### src/swik_pkg.sv
// ----------------------------------------------------------------------------
// swik_pkg: shared types and constants for swerve inverse kinematics
// Payload structs, controller commands, fixed-point widths and tables.
// ----------------------------------------------------------------------------
package swik_pkg;

    localparam int MODULE_COUNT = 4;
    localparam int CORDIC_STEPS = 14;

    // Field and datapath widths
    localparam int DATA_W   = 16;
    localparam int CFG_IDX_W = 3;
    localparam int STEP_W   = 5;
    localparam int VEL_W    = 21;
    localparam int XY_W     = 26;
    localparam int Z_W      = 21;
    localparam int SPD_W    = 24;
    localparam int ANG_W    = 17;
    localparam int MUL_A_W  = 27;
    localparam int MUL_B_W  = 17;
    localparam int PROD_W   = MUL_A_W + MUL_B_W;

    // Fixed-point constants
    localparam logic signed [Z_W-1:0]     PI_Q16        = Z_W'(205887);
    localparam logic signed [ANG_W-1:0]   PI_Q12        = ANG_W'(12868);
    localparam logic signed [ANG_W-1:0]   HALF_PI_Q12   = ANG_W'(6434);
    localparam logic [DATA_W-1:0]         GAIN_COMP_Q16 = DATA_W'(39797);
    localparam logic signed [PROD_W-1:0]  RPM_LIMIT     = PROD_W'(32767);
    localparam logic signed [PROD_W-1:0]  RPM_ROUND     = PROD_W'(64'd1 << 23);

    // Configuration register indexes
    typedef enum logic [CFG_IDX_W-1:0] {
        CFG_MAX_LINEAR_SPEED = 3'd0,
        CFG_MAX_TURN_RATE    = 3'd1,
        CFG_HALF_WHEEL_BASE  = 3'd2,
        CFG_HALF_TRACK_WIDTH = 3'd3,
        CFG_RPM_GAIN         = 3'd4
    } cfg_idx_t;

    // Datapath operations issued by the controller
    typedef enum logic [3:0] {
        OP_NONE,
        OP_LOAD,
        OP_VX,
        OP_VY,
        OP_W,
        OP_ROT_B,
        OP_ROT_T,
        OP_SETUP,
        OP_ITER,
        OP_MAG,
        OP_RPM,
        OP_FINAL
    } op_t;

    typedef struct packed {
        op_t              op;
        logic [1:0]       slot;
        logic [STEP_W-1:0] step;
    } ctl_t;

    typedef struct packed {
        logic out_free;
    } sts_t;

    typedef struct packed {
        logic signed [DATA_W-1:0] cmd_x;
        logic signed [DATA_W-1:0] cmd_y;
        logic signed [DATA_W-1:0] cmd_turn;
        logic signed [DATA_W-1:0] measured_angle_fl;
        logic signed [DATA_W-1:0] measured_angle_rl;
        logic signed [DATA_W-1:0] measured_angle_rr;
        logic signed [DATA_W-1:0] measured_angle_fr;
    } in_t;

    typedef struct packed {
        logic [1:0]               module_index;
        logic signed [DATA_W-1:0] steer_target;
        logic signed [DATA_W-1:0] drive_rpm;
        logic                     last_of_set;
    } out_t;

    // Rounded arctangent of 2^-i in Q.16
    function automatic logic [DATA_W-1:0] atan_q16(input logic [STEP_W-1:0] i);
        logic [DATA_W-1:0] r;
        unique case (i)
            5'd0:    r = 16'd51472;
            5'd1:    r = 16'd30385;
            5'd2:    r = 16'd16055;
            5'd3:    r = 16'd8150;
            5'd4:    r = 16'd4091;
            5'd5:    r = 16'd2047;
            5'd6:    r = 16'd1024;
            5'd7:    r = 16'd512;
            5'd8:    r = 16'd256;
            5'd9:    r = 16'd128;
            5'd10:   r = 16'd64;
            5'd11:   r = 16'd32;
            5'd12:   r = 16'd16;
            5'd13:   r = 16'd8;
            5'd14:   r = 16'd4;
            5'd15:   r = 16'd2;
            5'd16:   r = 16'd1;
            default: r = 16'd0;
        endcase
        return r;
    endfunction

    // Emission slot to module: FR, FL, RR, RL
    function automatic logic [1:0] emit_module(input logic [1:0] slot);
        logic [1:0] m;
        unique case (slot)
            2'd0:    m = 2'd3;
            2'd1:    m = 2'd0;
            2'd2:    m = 2'd2;
            default: m = 2'd1;
        endcase
        return m;
    endfunction

endpackage

### src/swik_ctrl.sv
// ----------------------------------------------------------------------------
// swik_ctrl: sequencer for swerve inverse kinematics
// Walks the scaling multiplies, then four CORDIC passes, one per module.
// ----------------------------------------------------------------------------
module swik_ctrl #(
    parameter int CORDIC_STEPS = swik_pkg::CORDIC_STEPS
) (
    input  logic           aclk,
    input  logic           aresetn,
    input  logic           s_valid,
    output logic           s_ready,
    input  swik_pkg::sts_t sts,
    output swik_pkg::ctl_t ctl
);

    localparam int CNT_W = (CORDIC_STEPS > 1) ? $clog2(CORDIC_STEPS) : 1;
    localparam logic [CNT_W-1:0] LAST_STEP = CNT_W'(CORDIC_STEPS - 1);

    typedef enum logic [10:0] {
        ST_IDLE  = 11'b00000000001,
        ST_VX    = 11'b00000000010,
        ST_VY    = 11'b00000000100,
        ST_W     = 11'b00000001000,
        ST_ROT_B = 11'b00000010000,
        ST_ROT_T = 11'b00000100000,
        ST_SETUP = 11'b00001000000,
        ST_ITER  = 11'b00010000000,
        ST_MAG   = 11'b00100000000,
        ST_RPM   = 11'b01000000000,
        ST_FINAL = 11'b10000000000
    } state_t;

    state_t           state_reg, state_next;
    logic [CNT_W-1:0] step_reg, step_next;
    logic [1:0]       slot_reg, slot_next;
    swik_pkg::op_t    op;

    // Next state and command decode
    always_comb begin
        state_next = state_reg;
        step_next  = step_reg;
        slot_next  = slot_reg;
        op         = swik_pkg::OP_NONE;
        unique case (state_reg)
            ST_IDLE: begin
                if (s_valid) begin
                    op         = swik_pkg::OP_LOAD;
                    slot_next  = 2'd0;
                    state_next = ST_VX;
                end
            end
            ST_VX: begin
                op         = swik_pkg::OP_VX;
                state_next = ST_VY;
            end
            ST_VY: begin
                op         = swik_pkg::OP_VY;
                state_next = ST_W;
            end
            ST_W: begin
                op         = swik_pkg::OP_W;
                state_next = ST_ROT_B;
            end
            ST_ROT_B: begin
                op         = swik_pkg::OP_ROT_B;
                state_next = ST_ROT_T;
            end
            ST_ROT_T: begin
                op         = swik_pkg::OP_ROT_T;
                state_next = ST_SETUP;
            end
            ST_SETUP: begin
                op         = swik_pkg::OP_SETUP;
                step_next  = '0;
                state_next = ST_ITER;
            end
            ST_ITER: begin
                op = swik_pkg::OP_ITER;
                if (step_reg == LAST_STEP) begin
                    state_next = ST_MAG;
                end else begin
                    step_next = step_reg + 1'b1;
                end
            end
            ST_MAG: begin
                op         = swik_pkg::OP_MAG;
                state_next = ST_RPM;
            end
            ST_RPM: begin
                op         = swik_pkg::OP_RPM;
                state_next = ST_FINAL;
            end
            ST_FINAL: begin
                // hold until the output register can take the beat
                if (sts.out_free) begin
                    op = swik_pkg::OP_FINAL;
                    if (slot_reg == 2'(swik_pkg::MODULE_COUNT - 1)) begin
                        state_next = ST_IDLE;
                    end else begin
                        slot_next  = slot_reg + 1'b1;
                        state_next = ST_SETUP;
                    end
                end
            end
            default: state_next = ST_IDLE;
        endcase
    end

    always_ff @(posedge aclk) begin
        if (!aresetn) begin
            state_reg <= ST_IDLE;
            step_reg  <= '0;
            slot_reg  <= '0;
        end else begin
            state_reg <= state_next;
            step_reg  <= step_next;
            slot_reg  <= slot_next;
        end
    end

    assign s_ready  = (state_reg == ST_IDLE);
    assign ctl.op   = op;
    assign ctl.slot = slot_reg;
    assign ctl.step = swik_pkg::STEP_W'(step_reg);

endmodule

### src/swik_dp.sv
// ----------------------------------------------------------------------------
// swik_dp: datapath for swerve inverse kinematics
// Shared multiplier, CORDIC vectoring unit, held angles and output register.
// ----------------------------------------------------------------------------
module swik_dp (
    input  logic                                  aclk,
    input  logic                                  aresetn,
    input  swik_pkg::ctl_t                        ctl,
    output swik_pkg::sts_t                        sts,
    input  swik_pkg::in_t                         s_data,
    output logic                                  m_valid,
    input  logic                                  m_ready,
    output swik_pkg::out_t                        m_data,
    input  logic                                  cfg_we,
    input  logic [swik_pkg::CFG_IDX_W-1:0]        cfg_index,
    input  logic [swik_pkg::DATA_W-1:0]           cfg_wdata
);

    localparam int DW = swik_pkg::DATA_W;
    localparam int VW = swik_pkg::VEL_W;
    localparam int XW = swik_pkg::XY_W;
    localparam int ZW = swik_pkg::Z_W;
    localparam int SW = swik_pkg::SPD_W;
    localparam int AW = swik_pkg::ANG_W;
    localparam int PW = swik_pkg::PROD_W;

    // Configuration registers
    logic [DW-1:0] max_lin_reg, max_turn_reg, hwb_reg, htw_reg, rpm_gain_reg;

    always_ff @(posedge aclk) begin
        if (!aresetn) begin
            max_lin_reg  <= DW'(8192);
            max_turn_reg <= DW'(16384);
            hwb_reg      <= DW'(13107);
            htw_reg      <= DW'(13107);
            rpm_gain_reg <= DW'(48896);
        end else if (cfg_we) begin
            unique case (cfg_index)
                swik_pkg::CFG_MAX_LINEAR_SPEED: max_lin_reg  <= cfg_wdata;
                swik_pkg::CFG_MAX_TURN_RATE:    max_turn_reg <= cfg_wdata;
                swik_pkg::CFG_HALF_WHEEL_BASE:  hwb_reg      <= cfg_wdata;
                swik_pkg::CFG_HALF_TRACK_WIDTH: htw_reg      <= cfg_wdata;
                swik_pkg::CFG_RPM_GAIN:         rpm_gain_reg <= cfg_wdata;
                default: ;
            endcase
        end
    end

    swik_pkg::in_t         in_reg;
    logic signed [VW-1:0]  vx_reg, vy_reg, w_reg, rot_b_reg, rot_t_reg;
    logic signed [XW-1:0]  x_reg, y_reg;
    logic signed [ZW-1:0]  z_reg;
    logic signed [SW-1:0]  speed_reg;
    logic signed [DW-1:0]  angle_reg;
    logic signed [DW-1:0]  rpm_reg;
    logic signed [DW-1:0]  held_reg [swik_pkg::MODULE_COUNT];
    logic                  m_valid_reg;
    swik_pkg::out_t        m_data_reg;

    logic [1:0] mod_sel;
    assign mod_sel = swik_pkg::emit_module(ctl.slot);

    // Shared multiplier operand selection
    logic signed [swik_pkg::MUL_A_W-1:0] mul_a;
    logic [DW-1:0]                       mul_b_u;
    logic signed [PW-1:0]                prod;

    always_comb begin
        mul_a   = '0;
        mul_b_u = '0;
        unique case (ctl.op)
            swik_pkg::OP_VX: begin
                mul_a = swik_pkg::MUL_A_W'(in_reg.cmd_x);     mul_b_u = max_lin_reg;
            end
            swik_pkg::OP_VY: begin
                mul_a = swik_pkg::MUL_A_W'(in_reg.cmd_y);     mul_b_u = max_lin_reg;
            end
            swik_pkg::OP_W: begin
                mul_a = swik_pkg::MUL_A_W'(in_reg.cmd_turn);  mul_b_u = max_turn_reg;
            end
            swik_pkg::OP_ROT_B: begin
                mul_a = swik_pkg::MUL_A_W'(w_reg);            mul_b_u = hwb_reg;
            end
            swik_pkg::OP_ROT_T: begin
                mul_a = swik_pkg::MUL_A_W'(w_reg);            mul_b_u = htw_reg;
            end
            swik_pkg::OP_MAG: begin
                mul_a = swik_pkg::MUL_A_W'(x_reg);  mul_b_u = swik_pkg::GAIN_COMP_Q16;
            end
            swik_pkg::OP_RPM: begin
                mul_a = swik_pkg::MUL_A_W'(speed_reg);        mul_b_u = rpm_gain_reg;
            end
            default: ;
        endcase
    end

    assign prod = PW'(mul_a) * PW'($signed({1'b0, mul_b_u}));

    // Per-module vector setup and CORDIC step
    logic signed [XW-1:0] xc, yc, dx, dy;
    logic signed [ZW-1:0] atan_val;
    logic signed [ZW-1:0] ang_q12_wide;
    logic signed [SW-1:0] speed_new;
    logic signed [PW-1:0] rpm_wide;

    assign yc = mod_sel[1] ? XW'(vy_reg) + XW'(rot_b_reg) : XW'(vy_reg) - XW'(rot_b_reg);
    assign xc = (mod_sel == 2'd1 || mod_sel == 2'd2)
              ? XW'(vx_reg) + XW'(rot_t_reg) : XW'(vx_reg) - XW'(rot_t_reg);
    assign dx = y_reg >>> ctl.step;
    assign dy = x_reg >>> ctl.step;
    assign atan_val = ZW'($signed({1'b0, swik_pkg::atan_q16(ctl.step)}));
    assign ang_q12_wide = (z_reg + ZW'(8)) >>> 4;
    assign speed_new = SW'(prod >>> 16);
    assign rpm_wide = (prod + swik_pkg::RPM_ROUND) >>> 24;

    // Angle optimisation against the measured angle
    logic signed [DW-1:0] meas;
    logic signed [AW-1:0] delta, target;
    logic                 flip;

    always_comb begin
        unique case (mod_sel)
            2'd0:    meas = in_reg.measured_angle_fl;
            2'd1:    meas = in_reg.measured_angle_rl;
            2'd2:    meas = in_reg.measured_angle_rr;
            default: meas = in_reg.measured_angle_fr;
        endcase
    end

    assign delta = AW'(angle_reg) - AW'(meas);
    assign flip  = (delta > swik_pkg::HALF_PI_Q12) || (delta < -swik_pkg::HALF_PI_Q12);
    assign target = !flip ? AW'(angle_reg)
                  : (delta > 0) ? AW'(angle_reg) - swik_pkg::PI_Q12
                  : AW'(angle_reg) + swik_pkg::PI_Q12;

    // Working registers
    always_ff @(posedge aclk) begin
        unique case (ctl.op)
            swik_pkg::OP_LOAD:  in_reg    <= s_data;
            swik_pkg::OP_VX:    vx_reg    <= VW'(prod >>> 11);
            swik_pkg::OP_VY:    vy_reg    <= VW'(prod >>> 11);
            swik_pkg::OP_W:     w_reg     <= VW'(prod >>> 11);
            swik_pkg::OP_ROT_B: rot_b_reg <= VW'(prod >>> 16);
            swik_pkg::OP_ROT_T: rot_t_reg <= VW'(prod >>> 16);
            swik_pkg::OP_SETUP: begin
                // fold left half-plane vectors over, starting at +/- pi
                if (xc < 0) begin
                    x_reg <= -xc;
                    y_reg <= -yc;
                    z_reg <= (yc >= 0) ? swik_pkg::PI_Q16 : -swik_pkg::PI_Q16;
                end else begin
                    x_reg <= xc;
                    y_reg <= yc;
                    z_reg <= '0;
                end
            end
            swik_pkg::OP_ITER: begin
                if (y_reg < 0) begin
                    x_reg <= x_reg - dx;
                    y_reg <= y_reg + dy;
                    z_reg <= z_reg - atan_val;
                end else begin
                    x_reg <= x_reg + dx;
                    y_reg <= y_reg - dy;
                    z_reg <= z_reg + atan_val;
                end
            end
            swik_pkg::OP_MAG: begin
                if (speed_new > 0) begin
                    speed_reg <= speed_new;
                    angle_reg <= DW'(ang_q12_wide);
                end else begin
                    speed_reg <= '0;
                    angle_reg <= held_reg[mod_sel];
                end
            end
            swik_pkg::OP_RPM: begin
                rpm_reg <= (rpm_wide > swik_pkg::RPM_LIMIT) ? DW'(swik_pkg::RPM_LIMIT)
                                                            : DW'(rpm_wide);
            end
            default: ;
        endcase
    end

    // Held steering angle per module, updated only on positive speed
    always_ff @(posedge aclk) begin
        if (!aresetn) begin
            for (int i = 0; i < swik_pkg::MODULE_COUNT; i++) begin
                held_reg[i] <= '0;
            end
        end else if (ctl.op == swik_pkg::OP_MAG && speed_new > 0) begin
            held_reg[mod_sel] <= DW'(ang_q12_wide);
        end
    end

    // Output register: load a beat, drop it once taken
    always_ff @(posedge aclk) begin
        if (!aresetn) begin
            m_valid_reg <= 1'b0;
        end else if (ctl.op == swik_pkg::OP_FINAL) begin
            m_valid_reg <= 1'b1;
        end else if (m_ready) begin
            m_valid_reg <= 1'b0;
        end
    end

    always_ff @(posedge aclk) begin
        if (ctl.op == swik_pkg::OP_FINAL) begin
            m_data_reg.module_index <= mod_sel;
            m_data_reg.steer_target <= DW'(target);
            m_data_reg.drive_rpm    <= flip ? -rpm_reg : rpm_reg;
            m_data_reg.last_of_set  <= (ctl.slot == 2'(swik_pkg::MODULE_COUNT - 1));
        end
    end

    assign sts.out_free = !m_valid_reg || m_ready;
    assign m_valid      = m_valid_reg;
    assign m_data       = m_data_reg;

endmodule

### src/swerve_inverse_kinematics.sv
// ----------------------------------------------------------------------------
// swerve_inverse_kinematics: four-module swerve drive inverse kinematics
// Scales chassis commands, resolves each wheel vector by CORDIC and
// optimises the steering target against the measured angle.
// ----------------------------------------------------------------------------
//  channel   direction  beat contents
//  s_*       in         cmd_x, cmd_y, cmd_turn, four measured angles
//  m_*       out        module_index, steer_target, drive_rpm, last_of_set
//  cfg_*     in         write of one of five configuration registers
//
//  Each command runs five scaling multiplies on the shared multiplier,
//  then per module one setup, CORDIC_STEPS iterations of the CORDIC
//  unit, two multiplies and a final step. Four beats leave per command,
//  FR, FL, RR, RL.
//  A stalled output holds the sequencer at its final step.
//  Reset is synchronous; held angles clear to zero at reset.
// ----------------------------------------------------------------------------
module swerve_inverse_kinematics #(
    parameter int CORDIC_STEPS = swik_pkg::CORDIC_STEPS
) (
    input  logic                            aclk,
    input  logic                            aresetn,
    input  logic                            s_valid,
    output logic                            s_ready,
    input  swik_pkg::in_t                   s_data,
    output logic                            m_valid,
    input  logic                            m_ready,
    output swik_pkg::out_t                  m_data,
    input  logic                            cfg_we,
    input  logic [swik_pkg::CFG_IDX_W-1:0]  cfg_index,
    input  logic [swik_pkg::DATA_W-1:0]     cfg_wdata
);

    swik_pkg::ctl_t ctl;
    swik_pkg::sts_t sts;

    // Sequencer
    swik_ctrl #(
        .CORDIC_STEPS(CORDIC_STEPS)
    ) u_ctrl (
        .aclk    (aclk),
        .aresetn (aresetn),
        .s_valid (s_valid),
        .s_ready (s_ready),
        .sts     (sts),
        .ctl     (ctl)
    );

    // Arithmetic and storage
    swik_dp u_dp (
        .aclk      (aclk),
        .aresetn   (aresetn),
        .ctl       (ctl),
        .sts       (sts),
        .s_data    (s_data),
        .m_valid   (m_valid),
        .m_ready   (m_ready),
        .m_data    (m_data),
        .cfg_we    (cfg_we),
        .cfg_index (cfg_index),
        .cfg_wdata (cfg_wdata)
    );

endmodule
### config.mk
export PLATFORM = sky130hd
export DESIGN_NAME = swerve_inverse_kinematics
export DESIGN_NICKNAME = d
export VERILOG_FILES = /design/src/swik_pkg.sv /design/src/swik_ctrl.sv /design/src/swik_dp.sv /design/src/swerve_inverse_kinematics.sv
export SDC_FILE = /design/constraint.sdc
export NUM_CORES = 2
export LEC_CHECK = 0
export BUFFER_PORTS_ARGS = -buffer_cell sky130_fd_sc_hd__buf_4
export CELL_PAD_IN_SITES_DETAIL_PLACEMENT = 1
export CELL_PAD_IN_SITES_GLOBAL_PLACEMENT = 1
export CORE_MARGIN = 2
export CORE_UTILIZATION = 30
export CTS_CLUSTER_SIZE = 25
export DETAILED_ROUTE_END_ITERATION = 8
export GPL_TIMING_DRIVEN = 0
export PLACE_DENSITY = 0.54
export SYNTH_ARGS = -nofsm -noshare
export SYNTH_HDL_FRONTEND = slang
export SYNTH_SLANG_ARGS = --single-unit
### constraint.sdc
create_clock -name aclk -period 11.5 [get_ports aclk]
set_input_delay 2.3 -clock aclk [delete_from_list [all_inputs] [get_ports aclk]]
set_output_delay 2.3 -clock aclk [all_outputs]
set_load 0.01 [all_outputs]
Word level (Yosys, flattened, before mapping). Memories as Yosys holds them, arrays and structs flattened. A register that Yosys moved wholly into a read port is not among the register bits. Index checks and enable logic that the tools add are counted.

Eq/ne operators: 37. Reduce and logical (&&, ||, !) cells: 23. Shift-type cells: 2. Mux-type cells: 45. Multipliers: 1. $lt $le $gt $ge: 8. Add/sub/neg operators: 20.

Operators by type and width (count): $pmux 27 s6 (1); $mux 26 (6); $pmux 11 s11 (1); $pmux 26 s2 (2); $pmux 16 s6 (1); $mux 16 (5); $mux 21 (3); $add 26x26->26 (2); $lt 26x1->1 const B (2); $neg 26->26 (2); $sshr 26x4->26 (2); $sub 26x26->26 (2); $pmux 16 s3 (1); $add 21x21->22 (2); $add 44x25->44 const B (1); $mul 27x17->44 (1); $pmux 4 s11 (1); $sub 21x21->22 (2); $pmux 21 s2 (1); $mux 11 (3); $ge 26x1->1 const B (1); $gt 24x1->1 const B (1); $add 21x17->21 (1); $sub 21x17->21 (1); other kinds (52) (91).

Bits in read-only memories: 512. Bits in writable memories: 64. Memories kept: 2. Flip-flop bits (word level): 479. Output and inout bits: 37.

Memories: (name not given) (depth 32, bits a word 16, rd ports 1, clocked after Yosys merged registers in 1, wr ports 0, line swik_pkg.sv:86) `unique case (i)`; u_dp.held_reg (depth 4, bits a word 16, rd ports 1, clocked after Yosys merged registers in 0, wr ports 4, line swik_dp.sv:56) `logic signed [DW-1:0] held_reg [swik_pkg::MODULE_COUNT];`.

Depth between registers and ports, before layout.
Depth in word-level cells: 15. Depth in mapped cells: 43. Gate-level depth less buffers: 37.

By module. Synthesis repeated with hierarchy kept, for this count alone.

Cells, all modules: 5172. Area total of the unflattened synthesis: 48988.2 um^2.

By module, submodules not included: swik_dp (area an instance 47971.0 um^2, times used 1, cells an instance 5045, sequential area each 14954.3 um^2); swik_ctrl (area an instance 1017.2 um^2, times used 1, cells an instance 127, sequential area each 340.3 um^2).

Least setup slack after synthesis. OpenSTA, ideal clock, no wires.

Path type: register to register. Start point: reg u_ctrl.state_reg[5]. End point: mem u_dp.held_reg[1][0] (netlist name) (enable). Arrival time: 11.031 ns. Setup time: 0.414 ns. Cell stages (with the launch flop): 35. Buffers on the path: 5. Clock period less this slack: 11.445 ns. Slack: 0.055 ns. Data required time: 11.086 ns. Cells stage by stage: dfxtp_1 > nor2_1 > nand2_1 > nor4_1 > nand2_1 > nor3b_1 > clkbuf_1 > clkbuf_1 > a221oi_1 > nor2_1 > fa_1 > inv_1 > fa_1 > fa_1 > inv_1 > fa_1 > fa_1 > inv_1 > fa_1 > inv_1 > ha_1 > clkbuf_1 > a21o_1 > or2_2 > or3_1 > nor3_2 > o21a_1 > or2_2 > clkbuf_1 > nor4_1 > and3_1 > a41o_1 > buf_2 > nand2b_1 > o31ai_1.

RTL lines: start, declared (line swik_ctrl.sv:33) `state_t state_reg, state_next;`; start signal, assigned (line swik_ctrl.sv:115) `state_reg <= state_next;`; end, declared (line swik_dp.sv:56).

==> flow_metrics.env <==
export IMPL_run_status="completed"
export IMPL_yosysTopAreaCell="sky130_fd_sc_hd__edfxtp_1"
export IMPL_ys_types=99
export IMPL_reg2reg_from="u_ctrl.state_reg[9]"
export IMPL_detailed_place_hpwl_um=153000
export IMPL_h_tree_depth=3
export IMPL_pwr_density_cell_nw_per_um2=83.2
export IMPL_synth_xor_area_share=0.0560
export IMPL_synth_largest_type_area_fraction=0.271
export IMPL_post_synth_cell_area_avg_um2=9.52
export IMPL_relSlewSlack=0.133
export IMPL_min_period_ps=11120
export IMPL_synth_seq_cells=558
export IMPL_path_max_fanout=14
export IMPL_flip_flop_count_of_the_largest_register_all_copies_and_words_added=112
export IMPL_cp_end_kind="flip-flop"
export IMPL_synth_compound_gate_area_share=0.124
export IMPL_ant_nets=0
export IMPL_critPathMaxStageDelay_ps=790
export IMPL_grt_pass1_vias=41900
export IMPL_core_area_um2=163000
export IMPL_synth_seq_area_share=0.317
export IMPL_timing_critical_path_from="u_ctrl.state_reg[9]"
export IMPL_routed_wirelength_um=189000
export IMPL_place_detailed_instances=7536
export IMPL_floorplan_die_width_um=409
export IMPL_cts_root_buffer="sky130_fd_sc_hd__clkbuf_16"
export IMPL_fin_tns_setup_ps=0
export IMPL_worst_path_most_repeated_cell="sky130_fd_sc_hd__fa_1"
export IMPL_critical_path_class="flip-flop to flip-flop"
export IMPL_cts_tree="done"
export IMPL_max_cap_viols=0
export IMPL_setup_ws_ps=381
export IMPL_final_layout_size_suffix_gt1_frac=0.109
export IMPL_report_final_slew_viol_count=0
export IMPL_synth_edf_count=444
export IMPL_synth_yosys_warnings=0
export IMPL_drt_first_pass_iters=9
export IMPL_postCtsHoldBufs=0
export IMPL_synth_top_family_by_area="adder cells"
export IMPL_drt_iter0_markers=2472
export IMPL_die_area_um2=167000
export IMPL_final_instance_count_excl_fill=7661
export IMPL_finalHoldViolCount=0
export IMPL_synth_async_sr_flop_share=0
export IMPL_worst_hold_path_type="flip-flop to flip-flop"
export IMPL_synth_area_leaders="sky130_fd_sc_hd__edfxtp_1 (27%), sky130_fd_sc_hd__fa_1 (17%), sky130_fd_sc_hd__ha_1 (6.9%)"
export IMPL_ir_worst_vdd_mv=0.0837
export IMPL_grt_antenna_before_repair=18
export IMPL_buffer_ports_inserted=171
export IMPL_layout_cells_most_common="sky130_fd_sc_hd__inv_1"
export IMPL_synth_cells=5173
export IMPL_ioPinCount=173
export IMPL_layout_nets=6252
export IMPL_num_cts_buffers=66
export IMPL_setup_violations_final=0
export IMPL_grt_pass1_wl_um=279000
export IMPL_maximum_number_of_pins_on_one_net_before_global_route_repair=65
export IMPL_filler_cell_count=18800
export IMPL_remaining_global_route_overflow=0
export IMPL_post_synth_fa_ha_maj_area_fraction=0.237
export IMPL_min_period_over_period=0.967
export IMPL_fin_worst_skew_ps=33.6
export IMPL_cp_data_required_time_ps=11900
export IMPL_cp_start_kind="flip-flop"
export IMPL_gpl_final_weighted_congestion=0.936
export IMPL_ctsLongestPathBuffers=3
export IMPL_drt_drc_violations_left=0
export IMPL_drt_wirelength_per_cell_um=24.7
export IMPL_mappedNetlistNets=5993
export IMPL_global_route_usage_total=0.224
export IMPL_placement_setup_worst_slack_ps=-1920
export IMPL_final_core_utilization=0.346
export IMPL_slowest_stage="sky130_fd_sc_hd__a222oi_1"
export IMPL_syn_cell_area_um2=49300
export IMPL_dieHeight_um=409
export IMPL_final_design_area_no_fill_um2=56500
export IMPL_most_common_layout_cells="sky130_fd_sc_hd__inv_1 (622), sky130_fd_sc_hd__nand2_1 (590), sky130_fd_sc_hd__nor2_1 (568)"
export IMPL_crit_path_arrival_time_ps=11520
export IMPL_placed_instance_area_um2=53700
export IMPL_static_leakage_power_nw=23.5
export IMPL_p_total_mw=4.70
export IMPL_start_util=0.302
export IMPL_hold_worst_slack_ps=463
export IMPL_areaGrowthSynthToFinish_pct=14.6
export IMPL_synthMuxAreaShare=0.0436
export IMPL_tightest_slew_ps=1290
export IMPL_postSynth_topFlopCell="sky130_fd_sc_hd__edfxtp_1"
export IMPL_worst_setup_hold_path_clk_slew_ps=60
export IMPL_holdCritStartpoint="u_dp.max_lin_reg[5]"
export IMPL_vias=39500
export IMPL_achievable_frequency_ghz=0.0899
export IMPL_post_drt_via_cell_ratio=5.16
export IMPL_total_clock_sinks=558
export IMPL_core_rowCount=148
export IMPL_yosys_area_share_simple=0.157
export IMPL_clock_insertion_delay_worst_skew_ps=670
[worst max-delay path, delay by kind of cell (launching register included)]
kind            cells  cell delay, ps
fa+ha+maj           7            3170
compound gates      5            1560
buf+inv             8            1410
flops               1             450
simple gates       15            4200
[cells by family (layout without fill, tap and decap cells)]
family | after synthesis | after routing
mux | 134 | 134
xor+xnor | 314 | 314
simple gates | 1710 | 1710
buf+inv | 850 | 1159
flops | 558 | 558
other cells | 1 | 5
compound gates | 922 | 922
fa+ha+maj | 684 | 684
[worst paths after layout]
check / slack (ps) / end / cells past startpoint
worst max-delay path: 380 / u_dp.held_reg[2][8] / 35
worst min-delay path: 460 / u_dp.max_lin_reg[5] / 2
worst max register to register: 380 / u_dp.held_reg[2][8] / 35
worst min register to register: 460 / u_dp.max_lin_reg[5] / 2
[synthesized netlist by cell type, types with 39 or more instances]
master and count:
sky130_fd_sc_hd__edfxtp_1 444, sky130_fd_sc_hd__a21o_1 65, sky130_fd_sc_hd__ha_1 270, sky130_fd_sc_hd__o21ai_0 194
sky130_fd_sc_hd__mux2i_1 40, sky130_fd_sc_hd__and3_1 67, sky130_fd_sc_hd__mux4_2 61, sky130_fd_sc_hd__fa_1 414
sky130_fd_sc_hd__nor2_1 573, sky130_fd_sc_hd__nand2_1 595, sky130_fd_sc_hd__a21oi_1 243, sky130_fd_sc_hd__clkbuf_1 181
sky130_fd_sc_hd__xnor2_1 206, sky130_fd_sc_hd__inv_1 625, sky130_fd_sc_hd__nand3_1 115, sky130_fd_sc_hd__a21boi_0 69
sky130_fd_sc_hd__dfxtp_1 114, sky130_fd_sc_hd__nand2b_1 39, sky130_fd_sc_hd__xor2_1 107, sky130_fd_sc_hd__nor2b_1 49
sky130_fd_sc_hd__nor3_1 66
[metal layers]
layer,part of all wire,vias to the layer above,global-route usage
met5,0.00020,-,0
li1,-,18200,-
met2,0.48,761,0.381
met1,0.45,20300,0.301
met3,0.036,238,0.0199
met4,0.030,6,0.0694
[report_power, final]
| group | leakage [nW] | internal (mW) | switching, mW |
|---|---|---|---|
| logic | 17.3 | 0.125 | 0.210 |
| registers | 5.18 | 2.23 | 0.0181 |
| clock network | 1.02 | 1.19 | 0.920 |
[repair_timing]
action / in CTS / in global routing
cloned: 0 / 0
pin swaps: 8 / 8
endpoints found under the setup margin: 173 / 169
resized for setup: 83 / 74
buffers inserted: 12 / 14
[cell type report]
class / count / area, um2 / area share
Clock buffer: 88 / 1780 / 0.0316
Tap cell: 2175 / 2720 / 0.0482
Inverter: 627 / 2350 / 0.0417
Timing Repair Buffer: 214 / 1790 / 0.0317
Multi-Input combinational cell: 3765 / 30900 / 0.548
Antenna cell: 4 / 10.0 / 0.000177
Sequential cell: 558 / 15600 / 0.277
Buffer: 200 / 922 / 0.0163
Clock inverter: 30 / 344 / 0.00609
(Power assumes the default switching activity.)
